**config.mk**
```make
export PLATFORM = sky130hd
export DESIGN_NAME = block_list_encoder_flat
export DESIGN_NICKNAME = d
export VERILOG_FILES = /design/src/hw/rtl/ble_pkg.sv /design/src/hw/rtl/ble_req_if.sv /design/src/hw/rtl/ble_res_if.sv /design/src/hw/rtl/block_list_encoder.sv /design/src/hw/rtl/ble_svc_table.sv /design/src/flat_wrapper.sv
export VERILOG_INCLUDE_DIRS = /design/src /design/src/hw/rtl
export SDC_FILE = /design/constraint.sdc
export NUM_CORES = 1
export LEC_CHECK = 0
export BUFFER_PORTS_ARGS = -buffer_cell sky130_fd_sc_hd__buf_2
export CORE_AREA = 4 4 228 230
export DETAILED_ROUTE_END_ITERATION = 10
export DIE_AREA = 0 0 232 234
export PLACE_DENSITY = 0.48
export SYNTH_ARGS = -nofsm -noshare
export SYNTH_HDL_FRONTEND = slang
export SYNTH_HIERARCHICAL = 1
export SYNTH_SLANG_ARGS = --single-unit
```
**constraint.sdc**
```tcl
create_clock -name clk -period 4.3 [get_ports clk]
set_input_delay 0 -clock clk [delete_from_list [all_inputs] [get_ports clk]]
set_output_delay 0 -clock clk [all_outputs]
set_load 0.005 [all_outputs]
```
**src/hw/rtl/block_list_encoder_macros.svh**
```systemverilog
// Assertion macros shared by the block list encoder.
`ifndef BLOCK_LIST_ENCODER_MACROS_SVH
`define BLOCK_LIST_ENCODER_MACROS_SVH

// Same-cycle implication, checked on every rising edge outside reset.
`define BLE_ASSERT_NOW(lbl, ante, cons, msg) \
	lbl: assert property (@(posedge clk) disable iff (!arst_n) (ante) |-> (cons)) \
		else $error(msg);

// Next-cycle implication, checked on every rising edge outside reset.
`define BLE_ASSERT_NEXT(lbl, ante, cons, msg) \
	lbl: assert property (@(posedge clk) disable iff (!arst_n) (ante) |=> (cons)) \
		else $error(msg);

`endif

```
**src/hw/rtl/ble_pkg.sv**
```systemverilog
package ble_pkg;

	localparam int CODE_W   = 16;
	localparam int MODE_W   = 3;
	localparam int BLOCK_W  = 16;
	localparam int BYTE_W   = 8;
	localparam int SLOT_W   = 4;
	localparam int COUNT_W  = 5;
	localparam int LENGTH_W = 9;
	localparam int ERR_W    = 2;

	// Block list length at which further requests are refused.
	localparam int MaxListBytes = 255;

	typedef enum logic [ERR_W-1:0] {
		ERR_NONE       = 2'd0,
		ERR_TABLE_FULL = 2'd1,
		ERR_LIST_FULL  = 2'd2
	} err_t;

	typedef struct packed {
		logic [BYTE_W-1:0]   out_byte;
		logic                item_last;
		logic [SLOT_W-1:0]   slot;
		logic                service_new;
		logic [COUNT_W-1:0]  service_count;
		logic [LENGTH_W-1:0] list_length;
		err_t                error;
	} result_t;

	typedef struct packed {
		logic rd_en;
		logic wr_en;
	} tbl_ctrl_t;

endpackage

```
**src/hw/rtl/ble_req_if.sv**
```systemverilog
interface ble_req_if;
	logic                         valid;
	logic                         ready;
	logic                         start_list;
	logic [ble_pkg::CODE_W-1:0]   service_code;
	logic [ble_pkg::MODE_W-1:0]   access_mode;
	logic [ble_pkg::BLOCK_W-1:0]  block_number;

	modport source (
		output valid, start_list, service_code, access_mode, block_number,
		input  ready
	);
	modport sink (
		input  valid, start_list, service_code, access_mode, block_number,
		output ready
	);
endinterface

```
**src/hw/rtl/ble_res_if.sv**
```systemverilog
interface ble_res_if;
	logic                          valid;
	logic                          ready;
	logic [ble_pkg::BYTE_W-1:0]    out_byte;
	logic                          item_last;
	logic [ble_pkg::SLOT_W-1:0]    slot;
	logic                          service_new;
	logic [ble_pkg::COUNT_W-1:0]   service_count;
	logic [ble_pkg::LENGTH_W-1:0]  list_length;
	logic [ble_pkg::ERR_W-1:0]     error;

	modport source (
		output valid, out_byte, item_last, slot, service_new, service_count,
		       list_length, error,
		input  ready
	);
	modport sink (
		input  valid, out_byte, item_last, slot, service_new, service_count,
		       list_length, error,
		output ready
	);
endinterface

```
**src/hw/rtl/block_list_encoder.sv**
```systemverilog
// Channel | Dir | Role                    | Request accepted when
// req     | in  | block request           | req.valid && req.ready
// res     | out | one block list byte     | res.valid && res.ready
//
// A request passes through these steps when the output side is free: it is accepted,
// then each service table slot is compared in turn (up to the services held) in a read
// and a compare step, a new service is added or a full table is found (skipped on a hit
// or a full list), and the result bytes are emitted one after another (n is 1, 2 or 3).
// The table search reads one slot per read and compare pass of the shared comparator.
// Reset clears the service count, the list length and the output register.
// A stalled result holds the emitter; the next request is taken once the last byte of
// the current one sits in the output register.
module block_list_encoder #(
	parameter int MAX_SERVICES = 16
) (
	input  logic      clk,
	input  logic      arst_n,
	ble_req_if.sink   req,
	ble_res_if.source res
);

	localparam int IDX_W = (MAX_SERVICES > 1) ? $clog2(MAX_SERVICES) : 1;

	typedef enum logic [2:0] {
		S_IDLE,
		S_READ,
		S_CMP,
		S_ADD,
		S_EMIT
	} state_t;

	state_t                             state_q;
	logic [ble_pkg::COUNT_W-1:0]        svc_total_q;
	logic [ble_pkg::LENGTH_W-1:0]       bytes_total_q;
	logic [IDX_W-1:0]                   idx_q;
	logic [ble_pkg::CODE_W-1:0]         code_q;
	logic [ble_pkg::MODE_W-1:0]         mode_q;
	logic [ble_pkg::BLOCK_W-1:0]        block_q;
	logic [ble_pkg::SLOT_W-1:0]         slot_q;
	logic                               fresh_q;
	ble_pkg::err_t                      err_q;
	logic [1:0]                         byte_idx_q;
	logic                               res_valid_q;
	ble_pkg::result_t                   res_q;

	ble_pkg::tbl_ctrl_t                 tbl_ctrl;
	logic                               hit;
	logic [ble_pkg::COUNT_W-1:0]        tot_eff;
	logic [ble_pkg::LENGTH_W-1:0]       len_eff;
	logic                               out_free;
	logic                               short_elem;
	logic                               last_byte;
	logic [ble_pkg::BYTE_W-1:0]         cur_byte;

	assign req.ready = (state_q == S_IDLE);
	assign out_free  = !res_valid_q || res.ready;

	assign tot_eff = req.start_list ? '0 : svc_total_q;
	assign len_eff = req.start_list ? '0 : bytes_total_q;

	assign tbl_ctrl.rd_en = (state_q == S_READ);
	assign tbl_ctrl.wr_en = (state_q == S_ADD) && (svc_total_q < ble_pkg::COUNT_W'(MAX_SERVICES));

	ble_svc_table #(
		.DEPTH(MAX_SERVICES),
		.IDX_W(IDX_W)
	) u_svc_table (
		.clk    (clk),
		.ctrl   (tbl_ctrl),
		.wr_addr(svc_total_q[IDX_W-1:0]),
		.wr_data(code_q),
		.rd_addr(idx_q),
		.key    (code_q),
		.hit    (hit)
	);

	// A block number that fits in a byte gives the short two-byte element.
	assign short_elem = (block_q[15:8] == 8'd0);
	assign last_byte  = short_elem ? (byte_idx_q == 2'd1) : (byte_idx_q == 2'd2);

	always_comb begin
		case (byte_idx_q)
			2'd0:    cur_byte = {short_elem, mode_q, slot_q};
			2'd1:    cur_byte = block_q[7:0];
			2'd2:    cur_byte = block_q[15:8];
			default: cur_byte = '0;
		endcase
	end

	always_ff @(posedge clk or negedge arst_n) begin
		if (!arst_n) begin
			state_q       <= S_IDLE;
			svc_total_q   <= '0;
			bytes_total_q <= '0;
			idx_q         <= '0;
			code_q        <= '0;
			mode_q        <= '0;
			block_q       <= '0;
			slot_q        <= '0;
			fresh_q       <= 1'b0;
			err_q         <= ble_pkg::ERR_NONE;
			byte_idx_q    <= '0;
			res_valid_q   <= 1'b0;
			res_q         <= '0;
		end else begin
			if (res_valid_q && res.ready) begin
				res_valid_q <= 1'b0;
			end
			case (state_q)
				S_IDLE: begin
					if (req.valid) begin
						code_q        <= req.service_code;
						mode_q        <= req.access_mode;
						block_q       <= req.block_number;
						svc_total_q   <= tot_eff;
						bytes_total_q <= len_eff;
						idx_q         <= '0;
						byte_idx_q    <= '0;
						if (len_eff >= ble_pkg::LENGTH_W'(ble_pkg::MaxListBytes)) begin
							err_q   <= ble_pkg::ERR_LIST_FULL;
							state_q <= S_EMIT;
						end else begin
							err_q   <= ble_pkg::ERR_NONE;
							state_q <= (tot_eff == '0) ? S_ADD : S_READ;
						end
					end
				end
				S_READ: begin
					state_q <= S_CMP;
				end
				S_CMP: begin
					if (hit) begin
						slot_q  <= ble_pkg::SLOT_W'(idx_q);
						fresh_q <= 1'b0;
						state_q <= S_EMIT;
					end else if (ble_pkg::COUNT_W'(idx_q) + 1'b1 == svc_total_q) begin
						state_q <= S_ADD;
					end else begin
						idx_q   <= idx_q + 1'b1;
						state_q <= S_READ;
					end
				end
				S_ADD: begin
					if (svc_total_q >= ble_pkg::COUNT_W'(MAX_SERVICES)) begin
						err_q <= ble_pkg::ERR_TABLE_FULL;
					end else begin
						slot_q      <= ble_pkg::SLOT_W'(svc_total_q);
						fresh_q     <= 1'b1;
						svc_total_q <= svc_total_q + 1'b1;
					end
					state_q <= S_EMIT;
				end
				S_EMIT: begin
					if (out_free) begin
						res_valid_q         <= 1'b1;
						res_q.service_count <= svc_total_q;
						res_q.error         <= err_q;
						if (err_q != ble_pkg::ERR_NONE) begin
							res_q.out_byte    <= '0;
							res_q.item_last   <= 1'b1;
							res_q.slot        <= '0;
							res_q.service_new <= 1'b0;
							res_q.list_length <= bytes_total_q;
							state_q           <= S_IDLE;
						end else begin
							res_q.out_byte    <= cur_byte;
							res_q.item_last   <= last_byte;
							res_q.slot        <= slot_q;
							res_q.service_new <= fresh_q;
							res_q.list_length <= bytes_total_q + 1'b1;
							bytes_total_q     <= bytes_total_q + 1'b1;
							byte_idx_q        <= byte_idx_q + 1'b1;
							if (last_byte) begin
								state_q <= S_IDLE;
							end
						end
					end
				end
				default: begin
					state_q <= S_IDLE;
				end
			endcase
		end
	end

	assign res.valid         = res_valid_q;
	assign res.out_byte      = res_q.out_byte;
	assign res.item_last     = res_q.item_last;
	assign res.slot          = res_q.slot;
	assign res.service_new   = res_q.service_new;
	assign res.service_count = res_q.service_count;
	assign res.list_length   = res_q.list_length;
	assign res.error         = res_q.error;

`include "block_list_encoder_macros.svh"

	`BLE_ASSERT_NOW(a_svc_bound, 1'b1, svc_total_q <= ble_pkg::COUNT_W'(MAX_SERVICES), "service count beyond table depth")
	`BLE_ASSERT_NOW(a_err_single, res.valid && (res.error != ble_pkg::ERR_NONE), res.item_last && (res.out_byte == '0), "error result is not a lone zero byte")
	`BLE_ASSERT_NOW(a_new_slot, res.valid && res.service_new, res.service_count == ble_pkg::COUNT_W'(res.slot) + 1'b1, "new service not in the last slot")
	`BLE_ASSERT_NEXT(a_busy_after_accept, req.valid && req.ready, !req.ready, "request taken while the previous one is in progress")

endmodule

```
**src/hw/rtl/ble_svc_table.sv**
```systemverilog
module ble_svc_table #(
	parameter int DEPTH = 16,
	parameter int IDX_W = 4
) (
	input  logic                       clk,
	input  ble_pkg::tbl_ctrl_t         ctrl,
	input  logic [IDX_W-1:0]           wr_addr,
	input  logic [ble_pkg::CODE_W-1:0] wr_data,
	input  logic [IDX_W-1:0]           rd_addr,
	input  logic [ble_pkg::CODE_W-1:0] key,
	output logic                       hit
);

	logic [ble_pkg::CODE_W-1:0] mem [DEPTH];
	logic [ble_pkg::CODE_W-1:0] rd_data_q;

	always_ff @(posedge clk) begin
		if (ctrl.wr_en) begin
			mem[wr_addr] <= wr_data;
		end
	end

	always_ff @(posedge clk) begin
		if (ctrl.rd_en) begin
			rd_data_q <= mem[rd_addr];
		end
	end

	// The single comparator that the search loop reuses for every slot.
	assign hit = (rd_data_q == key);

endmodule

```
**src/flat_wrapper.sv**
```systemverilog
// flat-port wrapper written by rule: the top's interface ports become plain ports
module block_list_encoder_flat 
#(
	parameter int MAX_SERVICES = 16
)
  (clk, arst_n, req_valid, req_start_list, req_service_code, req_access_mode, req_block_number, req_ready, res_valid, res_out_byte, res_item_last, res_slot, res_service_new, res_service_count, res_list_length, res_error, res_ready);
  ble_req_if req_i ();
  ble_res_if res_i ();
  input  logic clk;
  input  logic arst_n;
  input wire logic [$bits(req_i.valid)-1:0] req_valid;
  input wire logic [$bits(req_i.start_list)-1:0] req_start_list;
  input wire logic [$bits(req_i.service_code)-1:0] req_service_code;
  input wire logic [$bits(req_i.access_mode)-1:0] req_access_mode;
  input wire logic [$bits(req_i.block_number)-1:0] req_block_number;
  output wire logic [$bits(req_i.ready)-1:0] req_ready;
  output wire logic [$bits(res_i.valid)-1:0] res_valid;
  output wire logic [$bits(res_i.out_byte)-1:0] res_out_byte;
  output wire logic [$bits(res_i.item_last)-1:0] res_item_last;
  output wire logic [$bits(res_i.slot)-1:0] res_slot;
  output wire logic [$bits(res_i.service_new)-1:0] res_service_new;
  output wire logic [$bits(res_i.service_count)-1:0] res_service_count;
  output wire logic [$bits(res_i.list_length)-1:0] res_list_length;
  output wire logic [$bits(res_i.error)-1:0] res_error;
  input wire logic [$bits(res_i.ready)-1:0] res_ready;
  assign req_i.valid = req_valid;
  assign req_i.start_list = req_start_list;
  assign req_i.service_code = req_service_code;
  assign req_i.access_mode = req_access_mode;
  assign req_i.block_number = req_block_number;
  assign req_ready = req_i.ready;
  assign res_valid = res_i.valid;
  assign res_out_byte = res_i.out_byte;
  assign res_item_last = res_i.item_last;
  assign res_slot = res_i.slot;
  assign res_service_new = res_i.service_new;
  assign res_service_count = res_i.service_count;
  assign res_list_length = res_i.list_length;
  assign res_error = res_i.error;
  assign res_i.ready = res_ready;
  block_list_encoder #(.MAX_SERVICES(MAX_SERVICES)) u_core (.clk(clk), .arst_n(arst_n), .req(req_i), .res(res_i));
endmodule
```
==> run metrics <==
outcome=finished clean; I/O pin total=72; cell taking the most area after synthesis=edfxtp_1; PD cells=614 mW/mm^2; die width=around 230 um; FMAX=approximately 340 MHz; RSZ-0062 raised after global routing=no; design area=about 0.018 sq mm; required time of the worst setup path=4.74 ns; share of layout cells above drive strength 1=0.230; Commonest cells post-synth=272 x edfxtp_1, 193 x nand2_1, 96 x dfrtp_1, 54 x mux4_2, 36 x nor2_1; final routed DRC violation total=0; Die ar.=0.0543 sq mm; final worst-path cycle share=0.690; critical-path cell list=xnor2_1, nand4_1, nor4_1, o21ai_0, a21oi_2, nor2_1, a31oi_1; Mean Syn Cell Area=about 16 sq um; largest net degree at the start of global routing=66; Arr. time, crit path=3.40 ns; number of max-cap violations=0; # port buffers=71; maximum root-to-sink buffer count=3; vias=8528; antenna violations before repair=0; diodes inserted=0; post-synthesis sequential area ratio=0.715; worst slack at placement=1.31 ns; # rows=82; number of synthesized flops with an enable pin=roughly 270; flop2flop setup slack=between 1 and 1.5 ns; CTS clk-pin slew, worst paths=0.06 ns; CP Launch Type=register; Synth Register Bits=between 300 and 400; Clock Latency Late Sink=0.53 ns; GRT Total Usage=0.134; WS Path Type=register to register; P&R area growth vs syn=20.5%; first-pass iteration count of the detailed router=5; first-pass GRT wire length=between 50000 and 60000 um; core area=0.0499 sq mm; fin cells=1773; slowest stage delay, CP=roughly 0.77 ns; Top FF cell, synth=edfxtp_1; Async S/R FF share, synth=0.261; starting density of the core=0.297; 1st-iter DRT viols=620; most numerous cell in the Yosys netlist=edfxtp_1; grt total ovfl=0; Hold Path Class=primary input to asynchronous set/reset pin; min Tclk post-route=2.97 ns; synthesized net count=984; Fin. Hold Viols=0; Yosys warnings=6; synthesized instance count=937; setup_tns=0 ns; setup violators final=0; synth unique cells=61; largest fanout on the critical path=18; Clock Skew=0.0140 ns; Final Max Slew Viols=0; CTS tree=built; final hold slack=0.136 ns; Setup crit end kind=register; Pleak=between 6 and 7 nW; slowest cell on the critical path=nor4_1; RePlAce Congestion=0.723; CTS root buffer=clkbuf_16; cts bufs inserted=39; vias in the first global route=8979; VDD IR max=between 0.2 and 0.3 mV; vias per cell=4.81; Placed Cells=1664; Avg WL per Cell=20.7 um; cell area after synthesis=between 0.01 and 0.015 sq mm; setup ws final=1.33 ns; Worst-Margin Slew=approximately 1.1 ns; clk sink count=368; die span in y=234 um; post-DP HPWL=21600 um; post-route ant nets=0; Setup Buffers After CTS=0; nets@finish=between 1000 and 1500; final WL=36700 um; Max-slew headroom=0.239; largest cells by area after synthesis=edfxtp_1 55%, dfrtp_1 16%, mux4_2 8.2%; CTS H-tree lvls=2; share of the synthesized area in the top cell type=0.552; placed cell area=0.0161 sq mm
[area by class of cell]
class | count | area, sq um
tap | 672 | 841
multi-input combinational | 511 | 4000
clock inverter | 14 | 225
timing repair buffer | 144 | 1020
inverter | 8 | 30.0
fill | 4817 | 32000
sequential | 368 | 10600
clock buffer | 56 | 1130
[where the power goes]
group / internal (W) / switching [W]
clock: 0.00219 / 0.00135
combinational: 0.000976 / 0.00126
sequential: 0.00464 / 0.000530
total: 0.00780 / 0.00313
[flip-flops by register name (all words and copies together) (netlist names), 4 cells and up]
| name | cells |
|---|---|
| u_core/slot_q | 4 |
| u_core/bytes_total_q | 9 |
| u_core/code_q | 16 |
| u_core/u_svc_table/mem | 256 |
| u_core/block_q | 16 |
| u_core/res.list_length | 9 |
| u_core/svc_total_q | 5 |
| u_core/u_svc_table/rd_data_q | 16 |
| u_core/res.out_byte | 8 |
| u_core/idx_q | 4 |
| u_core/res.slot | 4 |
| u_core/res.service_count | 5 |
[cells by family (layout without fill, tap and decap cells)]
family / after synthesis / count (layout) / synth area share
flops: 368 / 368 / 0.715
simple gates: 290 / 290 / 0.0848
compound gates: 118 / 118 / 0.0566
mux: 68 / 68 / 0.103
buf+inv: 58 / 222 / 0.0188
xor+xnor: 28 / 28 / 0.0166
fa+ha+maj: 7 / 7 / 0.00592
[repair_timing]
| action | 4_1_cts | 5_1_grt |
|---|---|---|
| gates resized for setup | 0 | 0 |
| hold endpoints to repair | 107 | 0 |
| setup endpoints to repair | 0 | 0 |
| hold buffers | 39 | 0 |
[path summary, 6_finish.rpt]
kind / from / to / cells past startpoint
max in group asynchronous: arst_n / u_core/idx_q[0] / 3
max reg2reg: u_core/code_q[12] / u_core/slot_q[0] / 7
min: arst_n / u_core/mode_q[2] / 2
min reg2reg: u_core/res.slot[1] / u_core/res.slot[1] / 2
min in group clk: req_block_number[2] / u_core/block_q[2] / 4
max: u_core/code_q[12] / u_core/slot_q[0] / 7
[layer usage]
| layer | global-route usage | vias to the layer above | wire, um |
|---|---|---|---|
| li1 | - | 3850 | - |
| met1 | 0.190 | 4434 | 16900 |
| met2 | 0.221 | 192 | 17400 |
| met3 | 0.0214 | 52 | 1630 |
| met4 | 0.0288 | 0 | 701 |
| met5 | 0 | - | 0 |
[worst max-delay path, delay by kind of cell, from the launching register on]
family | cells | cell delay, ns
xor+xnor | 1 | 0.19
flops | 1 | 0.72
simple gates | 3 | 1.09
compound gates | 3 | 0.89
[through the flow]
stage,power (W),utilization
2_1_floorplan,0.00662,-
3_3_place_gp,0.00747,0.322
3_5_place_dp,0.00749,0.322
4_1_cts,0.0111,0.357
5_1_grt,0.0115,0.357
6_report,0.0109,0.357
[cell usage in the layout, fill, tap and decap left out, types with 9 or more instances in the layout]
cell,count
xnor2_1,24
buf_4,34
mux4_2,54
a22oi_1,34
o21ai_0,19
dlygate4sd3_1,39
mux4_1,10
nand3_1,9
clkbuf_16,40
a21oi_1,15
nor2_1,24
buf_2,70
nor2_2,12
nand2_1,192
edfxtp_1,272
clkbuf_1,9
dfrtp_1,94
(Power assumes the default switching activity.)
